## config.mk

```make
export PLATFORM = sky130hd
export DESIGN_NAME = line_rasterizer_clipped
export DESIGN_NICKNAME = d
export VERILOG_FILES = /design/src/sv/lnr_pkg.sv /design/src/sv/lnr_setup.sv /design/src/sv/lnr_step.sv /design/src/sv/line_rasterizer_clipped.sv
export SDC_FILE = /design/constraint.sdc
export NUM_CORES = 1
export LEC_CHECK = 0
export BUFFER_PORTS_ARGS = -buffer_cell sky130_fd_sc_hd__clkbuf_2
export CAP_MARGIN = 20
export CORE_MARGIN = 1
export CORE_UTILIZATION = 30
export CTS_CLUSTER_DIAMETER = 100
export CTS_CLUSTER_SIZE = 40
export DETAILED_ROUTE_END_ITERATION = 12
export PLACE_DENSITY = 0.5
export SYNTH_ARGS = -nofsm -noshare
export SYNTH_HDL_FRONTEND = slang
export SYNTH_SLANG_ARGS = --single-unit
export TNS_END_PERCENT = 20
```

## constraint.sdc

```tcl
create_clock -name clock -period 5.3 [get_ports clock]
set_clock_uncertainty 0.2 [all_clocks]
set_input_delay 0.265 -clock clock [delete_from_list [all_inputs] [get_ports clock]]
set_output_delay 0.265 -clock clock [all_outputs]
set_load 0.1 [all_outputs]
```

## src/sv/lnr_pkg.sv

```systemverilog
// Shared types, widths and codes for the clipped line rasterizer.
// No dependencies; imported by every module of the block.
package lnr_pkg;

   localparam int COORD_BITS = 12;
   localparam int ERR_BITS   = COORD_BITS + 1;
   localparam int CLIP_BITS  = 11;
   localparam int COLOR_BITS = 8;
   localparam int CMP_BITS   = (COORD_BITS > CLIP_BITS) ? COORD_BITS : CLIP_BITS;

   localparam int REQ_FIELD_BITS = 4 * COORD_BITS + COLOR_BITS;
   localparam int REQ_DATA_BITS  = ((REQ_FIELD_BITS + 7) / 8) * 8;
   localparam int RSP_FIELD_BITS = 2 * COORD_BITS + COLOR_BITS;
   localparam int RSP_DATA_BITS  = ((RSP_FIELD_BITS + 7) / 8) * 8;
   localparam int CSR_INDEX_BITS = 2;

   localparam logic CMD_START   = 1'b0;
   localparam logic CMD_ADVANCE = 1'b1;

   localparam logic [CSR_INDEX_BITS-1:0] REG_CLIP_WIDTH  = 2'd0;
   localparam logic [CSR_INDEX_BITS-1:0] REG_CLIP_HEIGHT = 2'd1;

   localparam logic [CLIP_BITS-1:0] CLIP_WIDTH_RESET  = 11'd1024;
   localparam logic [CLIP_BITS-1:0] CLIP_HEIGHT_RESET = 11'd768;

   typedef logic [COORD_BITS-1:0] coord_type;
   typedef logic [COLOR_BITS-1:0] color_type;
   typedef logic [CLIP_BITS-1:0]  clip_type;

   typedef struct packed {
      logic      command;
      coord_type x_start;
      coord_type y_start;
      coord_type x_end;
      coord_type y_end;
      color_type line_color;
   } req_item_type;

   typedef struct packed {
      coord_type                cur_x;
      coord_type                cur_y;
      coord_type                major_end;
      coord_type                long_span;
      coord_type                short_span;
      logic [ERR_BITS-1:0]      error_acc;
      logic                     major_dir_neg;
      logic                     minor_dir_neg;
      logic                     x_is_major;
      logic                     active;
      color_type                held_color;
   } line_state_type;

   typedef struct packed {
      coord_type x;
      coord_type y;
      color_type color;
      logic      visible;
      logic      last;
   } pixel_type;

endpackage

```

## src/sv/lnr_setup.sv

```systemverilog
// Start-command decode: spans, directions and major axis from two endpoints.
// Depends on lnr_pkg.
module lnr_setup (
   input  lnr_pkg::req_item_type   item,
   output lnr_pkg::line_state_type line_state
);
   import lnr_pkg::*;

   logic signed [ERR_BITS-1:0] dx;
   logic signed [ERR_BITS-1:0] dy;
   logic [ERR_BITS-1:0]        dx_abs;
   logic [ERR_BITS-1:0]        dy_abs;
   coord_type                  ax;
   coord_type                  ay;
   logic                       xneg;
   logic                       yneg;
   logic                       x_major;

   always_comb begin
      // sign-extend by one bit so the difference cannot overflow
      dx = $signed({item.x_end[COORD_BITS-1], item.x_end})
         - $signed({item.x_start[COORD_BITS-1], item.x_start});
      dy = $signed({item.y_end[COORD_BITS-1], item.y_end})
         - $signed({item.y_start[COORD_BITS-1], item.y_start});
      xneg = dx[ERR_BITS-1];
      yneg = dy[ERR_BITS-1];
      dx_abs = xneg ? ERR_BITS'(-dx) : ERR_BITS'(dx);
      dy_abs = yneg ? ERR_BITS'(-dy) : ERR_BITS'(dy);
      ax = dx_abs[COORD_BITS-1:0];
      ay = dy_abs[COORD_BITS-1:0];
      // equal spans step along y
      x_major = ay < ax;

      line_state.cur_x      = item.x_start;
      line_state.cur_y      = item.y_start;
      line_state.held_color = item.line_color;
      line_state.x_is_major = x_major;
      line_state.active     = 1'b1;
      if (x_major) begin
         line_state.major_end     = item.x_end;
         line_state.long_span     = ax;
         line_state.short_span    = ay;
         line_state.major_dir_neg = xneg;
         line_state.minor_dir_neg = yneg;
      end else begin
         line_state.major_end     = item.y_end;
         line_state.long_span     = ay;
         line_state.short_span    = ax;
         line_state.major_dir_neg = yneg;
         line_state.minor_dir_neg = xneg;
      end
      line_state.error_acc = ERR_BITS'(line_state.long_span >> 1);
   end

endmodule

```

## src/sv/lnr_step.sv

```systemverilog
// Advance step: current pixel with clip flag, and the line state after it.
// Depends on lnr_pkg.
module lnr_step (
   input  lnr_pkg::line_state_type line_state,
   input  lnr_pkg::clip_type       clip_width,
   input  lnr_pkg::clip_type       clip_height,
   output lnr_pkg::pixel_type      pixel,
   output lnr_pkg::line_state_type line_state_next
);
   import lnr_pkg::*;

   coord_type           major;
   logic                is_last;
   logic [ERR_BITS-1:0] err_sum;
   logic                minor_step;
   logic                x_in;
   logic                y_in;

   always_comb begin
      major   = line_state.x_is_major ? line_state.cur_x : line_state.cur_y;
      is_last = major == line_state.major_end;

      x_in = !line_state.cur_x[COORD_BITS-1]
           && (CMP_BITS'(line_state.cur_x) < CMP_BITS'(clip_width));
      y_in = !line_state.cur_y[COORD_BITS-1]
           && (CMP_BITS'(line_state.cur_y) < CMP_BITS'(clip_height));

      pixel.x       = line_state.cur_x;
      pixel.y       = line_state.cur_y;
      pixel.color   = line_state.held_color;
      pixel.visible = x_in && y_in;
      pixel.last    = is_last;

      err_sum    = line_state.error_acc + ERR_BITS'(line_state.short_span);
      minor_step = err_sum > ERR_BITS'(line_state.long_span);

      line_state_next = line_state;
      if (line_state.active) begin
         if (is_last) begin
            line_state_next.active = 1'b0;
         end else begin
            line_state_next.error_acc = minor_step
               ? err_sum - ERR_BITS'(line_state.long_span) : err_sum;
            if (line_state.x_is_major) begin
               line_state_next.cur_x = line_state.major_dir_neg
                  ? line_state.cur_x - 1'b1 : line_state.cur_x + 1'b1;
               if (minor_step) begin
                  line_state_next.cur_y = line_state.minor_dir_neg
                     ? line_state.cur_y - 1'b1 : line_state.cur_y + 1'b1;
               end
            end else begin
               line_state_next.cur_y = line_state.major_dir_neg
                  ? line_state.cur_y - 1'b1 : line_state.cur_y + 1'b1;
               if (minor_step) begin
                  line_state_next.cur_x = line_state.minor_dir_neg
                     ? line_state.cur_x - 1'b1 : line_state.cur_x + 1'b1;
               end
            end
         end
      end
   end

endmodule

```

## src/sv/line_rasterizer_clipped.sv

```systemverilog
// Top level of the clipped line rasterizer: input register, line state,
// clip registers and result register. Depends on lnr_pkg, lnr_setup, lnr_step.
//
//   channel | direction | handshake             | payload
//   req     | in        | req_tvalid/req_tready | tdata endpoints+color, tuser command
//   rsp     | out       | rsp_tvalid/rsp_tready | tdata pixel+color, tuser visible, tlast
//   csr     | in        | csr_valid/csr_ready   | csr_index, csr_data
//
// One command per clock sustained while rsp_tready holds; the pixel of an advance passes
// through the input register, then the result register, on its way to rsp, and a stalled
// rsp can hold it in the input register. The rate is set by the error accumulator and
// coordinate update, which are combinational.
// Reset leaves the block idle with clip window 1024 x 768.
// A stalled result holds in the result register while one more command waits in
// the input register; req_tready drops only when both are full.
module line_rasterizer_clipped (
   input  logic                                 clock,
   input  logic                                 reset,
   input  logic                                 req_tvalid,
   output logic                                 req_tready,
   // x_start, y_start, x_end, y_end, line_color
   input  logic [lnr_pkg::REQ_DATA_BITS-1:0]    req_tdata,
   // command
   input  logic                                 req_tuser,
   output logic                                 rsp_tvalid,
   input  logic                                 rsp_tready,
   // pixel_x, pixel_y, pixel_color
   output logic [lnr_pkg::RSP_DATA_BITS-1:0]    rsp_tdata,
   // visible
   output logic                                 rsp_tuser,
   output logic                                 rsp_tlast,
   input  logic                                 csr_valid,
   output logic                                 csr_ready,
   input  logic [lnr_pkg::CSR_INDEX_BITS-1:0]   csr_index,
   input  logic [lnr_pkg::CLIP_BITS-1:0]        csr_data
);
   import lnr_pkg::*;

   localparam int XS_LSB  = 0;
   localparam int YS_LSB  = COORD_BITS;
   localparam int XE_LSB  = 2 * COORD_BITS;
   localparam int YE_LSB  = 3 * COORD_BITS;
   localparam int COL_LSB = 4 * COORD_BITS;

   logic           in_valid_ff;
   req_item_type   in_item_ff;
   req_item_type   req_item;
   line_state_type state_ff;
   line_state_type state_in;
   line_state_type start_state;
   line_state_type step_state;
   pixel_type      step_pixel;
   logic           out_valid_ff;
   logic           out_valid_in;
   pixel_type      out_pixel_ff;
   clip_type       clip_width_ff;
   clip_type       clip_height_ff;
   logic           fire;
   logic           out_load;

   assign req_item.command    = req_tuser;
   assign req_item.x_start    = req_tdata[XS_LSB +: COORD_BITS];
   assign req_item.y_start    = req_tdata[YS_LSB +: COORD_BITS];
   assign req_item.x_end      = req_tdata[XE_LSB +: COORD_BITS];
   assign req_item.y_end      = req_tdata[YE_LSB +: COORD_BITS];
   assign req_item.line_color = req_tdata[COL_LSB +: COLOR_BITS];

   // process the held command when the result register can take its pixel
   assign fire       = in_valid_ff && (!out_valid_ff || rsp_tready);
   assign req_tready = !in_valid_ff || fire;
   assign out_load   = fire && (in_item_ff.command == CMD_ADVANCE) && state_ff.active;
   assign csr_ready  = 1'b1;

   lnr_setup u_setup (
      .item       (in_item_ff),
      .line_state (start_state)
   );

   lnr_step u_step (
      .line_state      (state_ff),
      .clip_width      (clip_width_ff),
      .clip_height     (clip_height_ff),
      .pixel           (step_pixel),
      .line_state_next (step_state)
   );

   always_comb begin
      state_in = state_ff;
      if (fire) begin
         case (in_item_ff.command)
            CMD_START:   state_in = start_state;
            CMD_ADVANCE: state_in = step_state;
            default:     state_in = state_ff;
         endcase
      end
      out_valid_in = out_load || (out_valid_ff && !rsp_tready);
   end

   always_ff @(posedge clock) begin
      if (reset) begin
         in_valid_ff  <= 1'b0;
         out_valid_ff <= 1'b0;
         state_ff     <= '0;
      end else begin
         if (req_tready) begin
            in_valid_ff <= req_tvalid;
         end
         out_valid_ff <= out_valid_in;
         state_ff     <= state_in;
      end
   end

   always_ff @(posedge clock) begin
      if (req_tready && req_tvalid) begin
         in_item_ff <= req_item;
      end
      if (out_load) begin
         out_pixel_ff <= step_pixel;
      end
   end

   always_ff @(posedge clock) begin
      if (reset) begin
         clip_width_ff  <= CLIP_WIDTH_RESET;
         clip_height_ff <= CLIP_HEIGHT_RESET;
      end else if (csr_valid && csr_ready) begin
         case (csr_index)
            REG_CLIP_WIDTH:  clip_width_ff  <= csr_data;
            REG_CLIP_HEIGHT: clip_height_ff <= csr_data;
            default:         ;
         endcase
      end
   end

   assign rsp_tvalid = out_valid_ff;
   assign rsp_tdata  = RSP_DATA_BITS'({out_pixel_ff.color, out_pixel_ff.y, out_pixel_ff.x});
   assign rsp_tuser  = out_pixel_ff.visible;
   assign rsp_tlast  = out_pixel_ff.last;

   a_stall_means_full: assert property (@(posedge clock) disable iff (reset)
      !req_tready |-> (in_valid_ff && out_valid_ff && !rsp_tready))
      else $error("input stalled without both registers full");

   a_last_ends_line: assert property (@(posedge clock) disable iff (reset)
      (out_load && step_pixel.last) |=> !state_ff.active)
      else $error("line still active after its final pixel");

   a_start_arms_line: assert property (@(posedge clock) disable iff (reset)
      (fire && in_item_ff.command == CMD_START) |=> (state_ff.active && !$past(out_load)))
      else $error("start transaction did not arm the line or produced a pixel");

   a_span_order: assert property (@(posedge clock) disable iff (reset)
      state_ff.active |-> (state_ff.long_span >= state_ff.short_span))
      else $error("minor span exceeds major span");

   a_error_bound: assert property (@(posedge clock) disable iff (reset)
      state_ff.active |-> (state_ff.error_acc <= ERR_BITS'(state_ff.long_span)))
      else $error("error accumulator beyond long span");

endmodule

```

==> flow_metrics.tcl, run 1 <==
set metrics [dict create \
    status "finished clean" \
    crit_family "adder cells" \
    slew_viol_final 0 \
    synth_edf_count 91 \
    die_width_um 204 \
    synth.avg_cell_area_um2 9.13 \
    grt_pass1_wl_um 57700 \
    hold_class "input pin to flop" \
    cts_tree "yes" \
    cts_root_buf "clkbuf_16" \
    hpwl_um 27400 \
    crit_slowest_cell "edfxtp_1" \
    synthSimpleGateAreaFrac_pct 14.6 \
    synth_top_area_share_pct 22.3 \
    cp.arrival_ns 5.14 \
    gp_congestion 0.838 \
    io_pins 112 \
    synth_compound_area_share_pct 20.3 \
    hold_viol 0 \
    dr_total_vias 10700 \
    clockBufferDepth 2 \
    coreArea_um2 40000 \
    ys_top_cells_by_area "edfxtp_1 22%, dfxtp_1 18%, ha_1 8.4%, a21oi_1 5.4%, mux2i_1 3.8%" \
    synth_seq_cells 200 \
    nNetsFinal 1688 \
    worstReg2RegStart "in_item_ff[20]" \
    pre_cts_ws_ns 0.151 \
    setup.worst_path.start "in_item_ff[20]" \
    drive_gt1_share_pct 15.6 \
    ant_nets 0 \
    synthesis.nets 1505 \
    vdd_drop_max_mv 0.214 \
    syn_to_final_growth_pct 21.8 \
    drt_iter0_drc 833 \
    die_h_um 204 \
    timing.rr.end "state_ff[16]" \
    cts_buffers 17 \
    overflow 0 \
    crit_path_end "state_ff[16]" \
    syn_inst 1344 \
    ys.warnings.count 0 \
    cts.sink_count 200 \
    worst-path-stages 21 \
    whs_ns 0.145 \
    synth_top_family_by_area "compound AO/OA/AOI/OAI gates" \
    io_buffers 110 \
    die_area_um2 41700 \
    clock.fmax_mhz 199 \
    worstSetupEndpointType "flop" \
    setup_viol 0 \
    synthMuxAreaShare_pct 5.25 \
    rows 73 \
    via_per_inst 5.16 \
    gr-usage-all-layers_pct 18.1 \
    min_period_ns 5.04 \
    yosysTopAreaCell "edfxtp_1" \
    crit_path_start_kind "flop" \
    routed_wirelength_um 37400 \
    start_util_pct 30.7 \
    path_clk_slew_ns 0.08 \
    regArea_um2 4910 \
    final_common_cell "a21oi_1" \
    synthAdderAreaFrac_pct 9.29 \
    route.detailed.drc 0 \
    multi_input_area_um2 6830 \
    total_leakage_power_nw 6.05 \
    syn_area_um2 12300 \
    nFillCells 4109 \
    maxSlewHeadroom_pct 34.6 \
    rrSetupSlack_ns 0.26 \
    r2r_cells 21 \
    insertion_delay_ns 0.47 \
    h-tree-depth 4 \
    critical_path_buf_inv_count 3 \
    critPathKind "flop to flop" \
    max_stage_delay_ns 0.43 \
    drt-pass1-iter-count 5 \
    wl_per_cell_um 18.1 \
    cp_max_fo 15 \
    synth.distinct_cells 79 \
    period_share_pct 95.0 \
    fin_ws_ns 0.263 \
    antenna_found_initial 0 \
    grt_pass1_vias 10100 \
    grt_max_degree 58 \
    required_ns 5.40 \
    drv_cap 0 \
    most-common-layout-cells "131 x a21oi_1, 118 x nand2_1, 110 x clkbuf_2" \
    worst_pin_slew_ns 0.979 \
    path_cells "inv_1, ha_1, fa_1, and2b_1, o2111ai_2, a31oi_2, a221o_2, a31oi_1, xnor2_2, inv_1, ha_1, a21o_1, a21oi_1, o21ai_1, a31oi_1, maj3_2, maj3_2, maj3_4, clkbuf_16, o21ai_1, o22ai_1" \
    ys_seq_area_share_pct 40.0 \
    p_per_area_nw_per_um2 416 \
    synthXorXnorAreaFrac_pct 5.45 \
    synthFlopType "dfxtp_1" \
    ys_async_sr_fraction_pct 0 \
]
## state kept, by name (all words and copies together) (netlist names)
register,cells
rsp_tuser,1
rsp_tvalid,1
state_ff,85
in_item_ff,57
clip_width_ff,11
in_valid_ff,1
rsp_tlast,1
rsp_tdata,32
clip_height_ff,11
## per-layer routing
| layer | GRT usage [%] | routed length [µm] | up-vias |
|---|---|---|---|
| met5 | 0 | 0 | - |
| met4 | 4.02 | 350 | 0 |
| met3 | 3.38 | 1950 | 30 |
| met2 | 27.6 | 16400 | 274 |
| met1 | 26.2 | 18700 | 5085 |
| li1 | - | - | 5264 |
## stage by stage
stage          setup TNS (ns)  cell area [µm²]  total power (W)  utilization (%)  std cells
2_1_floorplan               0            12300          0.00398                -       1344
3_3_place_gp                0            13600          0.00479             33.9       1960
3_5_place_dp                0            13600          0.00480             33.9       1960
4_1_cts                     0            14900          0.00615             37.1       2063
5_1_grt                -0.213            15000          0.00664             37.4       2065
6_report                    0            15000          0.00623             37.4       2066
## worst reg2reg max path: cells and delay by family, from the launching register on
kind                     cells  cell delay [ns]
flip-flops                   1             0.43
adder cells (fa/ha/maj)      6             1.79
AND/OR/NAND/NOR              1             0.21
buffers and inverters        3             0.40
XOR/XNOR                     1             0.19
AO/OA/AOI/OAI               10             1.66
## cell families (layout without fill, tap and decap cells)
kind of cell / count (synthesis) / in the layout
AO/OA/AOI/OAI: 385 / 385
AND/OR/NAND/NOR: 376 / 376
flip-flops: 200 / 200
multiplexers: 62 / 62
other: 1 / 2
XOR/XNOR: 73 / 73
adder cells (fa/ha/maj): 89 / 89
buffers and inverters: 158 / 354
## what timing repair did
action / in CTS / in global routing
hold buffers: 71 / 0
gates resized for setup: 0 / 16
endpoints found under the setup margin: 0 / 41
buffers inserted: 0 / 1
endpoints found under the hold margin: 81 / 0
## power breakdown
group / internal, W / switching, W
combinational: 0.00140 / 0.00167
sequential: 0.00174 / 0.000139
clock: 0.000624 / 0.000661
total: 0.00376 / 0.00247
## synthesized netlist by cell type (11+ instances only)
cell type,count
inv_1,94
clkbuf_1,51
nand2b_1,13
nand2_1,118
nand3_1,23
nand4_1,11
xor2_1,33
edfxtp_1,91
o21ai_0,67
mux2_2,15
a31oi_1,12
xnor2_1,36
nor3_1,29
nor2b_1,12
and2_1,12
o21a_1,11
a21o_1,30
dfxtp_1,109
o211ai_1,22
mux2i_1,46
nor2_1,99
a21oi_1,132
ha_1,82
## worst min path at each step
stage / slack, ns / end / startpoint / depth (start not counted)
after CTS: 0.12 / clip_width_ff[10] / csr_index[1] / 4
after floorplan: 0.16 / in_item_ff[0] / req_tdata[48] / 0
final: 0.15 / clip_width_ff[10] / csr_index[1] / 4
after global routing: 0.14 / clip_width_ff[10] / csr_index[1] / 4
after detailed placement: 0.22 / rsp_tdata[27] / state_ff[3] / 0
after global placement: 0.21 / rsp_tdata[27] / state_ff[3] / 0
## cell type report
| type | instances | area share (%) |
|---|---|---|
| clock buffers | 18 | 2.87 |
| well taps | 525 | 4.39 |
| multi-input cells | 986 | 45.7 |
| inverters | 95 | 2.38 |
| flip-flops and latches | 200 | 32.9 |
| repair buffers | 227 | 10.9 |
| clock inverters | 14 | 0.870 |
| diodes | 1 | 0.0167 |
Note: power is estimated with default switching activity, not from simulation.
==> run 2: changes to the inputs <==
Settings changed: CELL_PAD_IN_SITES_DETAIL_PLACEMENT set to 0, CELL_PAD_IN_SITES_GLOBAL_PLACEMENT set to 1, PLACE_DENSITY 0.5 to 0.6.
==> run 2 against run 1 <==
Effect of this change:
- routed wire length rose by 1.3%
- global-route usage increased by 0.39 points
- final cell count about the same
- largest power group unchanged
- core utilization is 0.20 points higher
- critical endpoint is now state_ff[56]
- hold slack better by 0.010 ns
- register-to-register slack better by 0.07 ns
- non-clock buffer count grew 2
- combinational power decreased by 1%
==> flow_metrics.tcl, run 2 (synthesized netlist as in run 1, its figures left out) <==
set metrics [dict create \
    status "finished clean" \
    antenna_found_initial 0 \
    path_clk_slew_ns 0.08 \
    grt_max_degree 68 \
    drive_gt1_share_pct 16.1 \
    regArea_um2 4910 \
    maxSlewHeadroom_pct 30.1 \
    cp_max_fo 19 \
    nFillCells 4094 \
    diodes 0 \
    setup.worst_path.start "in_item_ff[20]" \
    largest_register "state_ff" \
    min_period_ns 4.97 \
    rows 73 \
    clock.fmax_mhz 201 \
    setup_viol 0 \
    total_power_w 0.00627 \
    hold_class "input pin to flop" \
    io_buffers 110 \
    cts_tree "yes" \
    cts.sink_count 200 \
    pwr-share-comb_pct 48.3 \
    insertion_delay_ns 0.47 \
    worst_pin_slew_ns 1.05 \
    p_clk_share_pct 21.6 \
    switching_share_pct 39.4 \
    dp_cells 1962 \
    largest_reg_flops 85 \
    cp.arrival_ns 5.12 \
    critPathKind "flop to flop" \
    crit_path_end "state_ff[56]" \
    ant_nets 0 \
    rrSetupSlack_ns 0.33 \
    nNetsFinal 1690 \
    period_share_pct 93.8 \
    intPower_w 0.00380 \
    fin_cells 2067 \
    h-tree-depth 4 \
    die_width_um 204 \
    worstReg2RegStart "in_item_ff[20]" \
    die_h_um 204 \
    overflow 0 \
    multi_input_area_um2 6860 \
    worstSetupEndpointType "flop" \
    via_per_inst 5.06 \
    dr_total_vias 10500 \
    pwr-share-seq_pct 30.1 \
    drt_iter0_drc 666 \
    die_area_um2 41700 \
    syn_to_final_growth_pct 22.5 \
    p_per_area_nw_per_um2 417 \
    coreArea_um2 40000 \
    most-common-layout-cells "131 x a21oi_1, 118 x nand2_1, 110 x clkbuf_2" \
    total_leakage_power_nw 6.08 \
    clockBufferDepth 2 \
    p_switching_w 0.00247 \
    crit_path_start_kind "flop" \
    drv_cap 0 \
    routed_wirelength_um 37900 \
    whs_ns 0.155 \
    io_pins 112 \
    hpwl_um 27900 \
    hold_viol 0 \
    timing.rr.end "state_ff[56]" \
    required_ns 5.45 \
    r2r_cells 20 \
    finish.utilization_pct 37.6 \
    route.detailed.drc 0 \
    drt-pass1-iter-count 5 \
    grt_pass1_vias 10200 \
    gr-usage-all-layers_pct 18.5 \
    start_util_pct 30.7 \
    gp_congestion 0.813 \
    slew_viol_final 0 \
    wl_per_cell_um 18.3 \
    final_common_cell "a21oi_1" \
    fin_tns_setup_ns 0 \
    grt_pass1_wl_um 58700 \
    vdd_drop_max_mv 0.456 \
    rsz0062_at_grt "false" \
    cts_buffers 17 \
    cts_root_buf "clkbuf_16" \
]
[run 2: cell count changes in the layout (fill, tap and decap cells not counted), moves of 2 or more]
cell,change
buf_4,+3
clkinv_8,+3
clkinv_4,-2
xnor2_1,-2
xnor2_2,+2
[run 2: power by group through the flow]
stage                     Sequential, W  Clock [W]  Combinational, W
after floorplan                 0.00184          0           0.00214
after global placement          0.00192          0           0.00294
after detailed placement        0.00192          0           0.00293
after CTS                       0.00188    0.00139           0.00299
after global routing            0.00190    0.00145           0.00336
final                           0.00188    0.00135           0.00303
[run 2: repair_timing]
action,4_1_cts,5_1_grt
endpoints found under the hold margin,81,0
setup buffers,0,2
hold buffers,71,0
resized for setup,0,18
endpoints found under the setup margin,0,42
[run 2: worst min path at each step]
stage,start,endpoint,slack (ns),cells past startpoint
floorplan,req_tdata[48],in_item_ff[0],0.16,0
global placement,state_ff[1],rsp_tdata[25],0.21,0
detailed placement,state_ff[4],rsp_tdata[28],0.22,0
CTS,reset,state_ff[11],0.10,4
global route,reset,state_ff[11],0.17,4
finish,reset,state_ff[11],0.16,4
[run 2: routing by layer]
layer	vias up	GRT usage, %	routed length (µm)
li1	5273	-	-
met5	-	0	0
met4	0	5.20	462
met1	4927	26.7	19500
met3	27	2.92	1410
met2	231	28.2	16500
[run 2: area by class of cell]
cell class,instances,area share (%)
clock inverters,13,0.982
clock buffers,19,3.09
inverters,95,2.37
multi-input cells,986,45.6
flip-flops and latches,200,32.7
well taps,525,4.37
repair buffers,229,10.9
[run 2: critical path: stages, from the launching register on]
cell,delay [ns]
edfxtp_1,0.39
inv_1,0.08
ha_1,0.20
fa_1,0.22
and2b_1,0.21
o2111ai_2,0.21
a31oi_2,0.13
a221o_2,0.46
or2_2,0.34
xnor2_2,0.15
inv_1,0.09
ha_1,0.27
a21oi_1,0.05
o21ai_1,0.12
a31oi_1,0.12
maj3_2,0.33
maj3_2,0.32
maj3_2,0.39
buf_12,0.19
mux2i_2,0.24
a21oi_1,0.10
[run 2: metrics by stage]
stage          instance area [µm²]  setup slack, ns
2_1_floorplan                12300            0.364
3_3_place_gp                 13600           0.0673
3_5_place_dp                 13600           0.0782
4_1_cts                      14900           0.0539
5_1_grt                      15000          0.00772
6_report                     15000            0.329
==> run 3: changes to the inputs <==
Settings changed: PLACE_DENSITY 0.6 to 0.59.
==> run 3 against run 2 <==
Effect of this change:
- first-iteration DRC count shrank 8.6%
- combinational power is essentially flat
- clock power grew 5%
- die area is the same
- non-clock buffer count grew 3
- worst setup slack lost 0.098 ns
- routed wire length shrank 0.23%
- register-to-register slack lost 0.098 ns
- highest routed layer unchanged
- final cell count grew 0.15%
==> flow_metrics.tcl, run 3 (synthesized netlist as in run 1, its figures left out) <==
set metrics [dict create \
    status "finished clean" \
    clock.fmax_mhz 197 \
    coreArea_um2 40000 \
    dp_cells 1962 \
    wl_met3_um 1150 \
    total_leakage_power_nw 6.11 \
    insertion_delay_ns 0.47 \
    whs_ns 0.156 \
    die_h_um 204 \
    drv_cap 0 \
    nNetsFinal 1693 \
    worstReg2RegStart "in_item_ff[20]" \
    largest_reg_flops 85 \
    cts_root_buf "clkbuf_16" \
    most-common-layout-cells "130 x a21oi_1, 118 x nand2_1, 110 x clkbuf_2" \
    crit_path_end "state_ff[18]" \
    grt_max_degree 58 \
    cp.arrival_ns 5.22 \
    hold_class "input pin to flop" \
    setup.worst_path.start "in_item_ff[20]" \
    die_width_um 204 \
    drt_iter0_drc 609 \
    drt-pass1-iter-count 5 \
    cts_tree "yes" \
    routed_wirelength_um 37800 \
    min_period_ns 5.07 \
    placed_cell_area_um2 13600 \
    vdd_drop_max_mv 0.208 \
    wl_per_cell_um 18.3 \
    grt_pass1_wl_um 58800 \
    gr-usage-all-layers_pct 18.5 \
    crit_path_start_kind "flop" \
    path_clk_slew_ns 0.08 \
    route.detailed.drc 0 \
    ant_nets 0 \
    dr_total_vias 10500 \
    top_layer "met4" \
    drive_gt1_share_pct 16.3 \
    required_ns 5.45 \
    maxSlewHeadroom_pct 35.5 \
    rows 73 \
    hold_start "csr_index[1]" \
    io_buffers 110 \
    period_share_pct 95.6 \
    via_per_inst 5.08 \
    io_pins 112 \
    rsz0062_at_grt "true" \
    grt_pass1_vias 10200 \
    start_util_pct 30.7 \
    critPathKind "flop to flop" \
    h-tree-depth 4 \
    fin_area_um2 15100 \
    cp_max_fo 7 \
    antenna_found_initial 0 \
    worst_pin_slew_ns 0.966 \
    wl_met1_um 19100 \
    dr_wl_met2_um 16900 \
    overflow 0 \
    diodes 0 \
    syn_to_final_growth_pct 23.1 \
    clockBufferDepth 2 \
    worstSetupEndpointType "flop" \
    timing.rr.end "state_ff[18]" \
    die_area_um2 41700 \
    nFillCells 4069 \
    setup_viol 0 \
    hpwl_um 28200 \
    fin_cells 2070 \
    rrSetupSlack_ns 0.23 \
    cts.sink_count 200 \
    slew_viol_final 0 \
    cts_buffers 17 \
    final_common_cell "a21oi_1" \
    largest_register "state_ff" \
    p_per_area_nw_per_um2 420 \
    r2r_cells 19 \
    hold_viol 0 \
    gp_congestion 0.817 \
]
==> run 3: changes by cell type in the layout (fill, tap and decap cells not counted), sizes merged <==
cell	change
clkinvlp	+2
clkinv	-3
bufinv	+2
inv	-1
buf	+2
dlygate4sd3	+1
==> run 3: worst min path at each step <==
stage | to | slack [ns] | cells past startpoint
floorplan | in_item_ff[0] | 0.16 | 0
global placement | rsp_tdata[28] | 0.21 | 0
detailed placement | rsp_tdata[24] | 0.22 | 0
CTS | clip_width_ff[10] | 0.12 | 4
global route | clip_width_ff[10] | 0.18 | 4
finish | clip_width_ff[10] | 0.16 | 4
==> run 3: repair_timing <==
| item | CTS | global route |
|---|---|---|
| hold buffers | 72 | 0 |
| endpoints found under the hold margin | 82 | 0 |
| setup buffers | 0 | 4 |
| setup endpoints to repair | 6 | 42 |
| gates resized for setup | 1 | 26 |
| pin swaps | 0 | 7 |
==> run 3: report_power, final <==
group,switching [W],internal (W)
registers,0.000137,0.00174
logic,0.00166,0.00139
clock network,0.000659,0.000759
==> run 3: through the flow <==
| stage | setup WS (ns) | util, % | total power (W) | setup TNS (ns) |
|---|---|---|---|---|
| 4_1_cts | 0.0535 | 37.4 | 0.00628 | 0 |
| 3_5_place_dp | 0.0403 | 34.0 | 0.00478 | 0 |
| 5_1_grt | -0.0517 | 37.8 | 0.00678 | -0.449 |
| 6_report | 0.231 | 37.8 | 0.00635 | 0 |
| 2_1_floorplan | 0.364 | - | 0.00398 | 0 |
| 3_3_place_gp | 0.0924 | 34.0 | 0.00479 | 0 |
==> run 3: final cells by class <==
cell class / count / area (µm²) / area share [%]
well taps: 525 / 657 / 4.35
clock buffers: 19 / 464 / 3.07
flip-flops and latches: 200 / 4910 / 32.5
clock inverters: 13 / 173 / 1.14
inverters: 95 / 357 / 2.36
multi-input cells: 986 / 6890 / 45.6
repair buffers: 232 / 1660 / 11.0
==> run 3: layer usage <==
layer | global-route usage [%] | vias to the layer above
met5 | 0 | -
met4 | 5.20 | 0
met3 | 2.52 | 33
met2 | 28.9 | 213
met1 | 26.3 | 5001
li1 | - | 5274
==> run 3: critical path, cell delays in order, from the launching register on <==
cell	delay, ns
edfxtp_1	0.44
inv_1	0.09
ha_1	0.18
fa_1	0.20
and2b_1	0.21
o2111ai_2	0.23
a31oi_2	0.14
a221o_2	0.43
or2_2	0.34
xnor2_2	0.16
inv_1	0.09
ha_1	0.27
a21oi_1	0.06
o21ai_1	0.13
a31oi_1	0.13
maj3_2	0.34
maj3_2	0.36
maj3_2	0.40
mux2_4	0.33
a41o_1	0.22
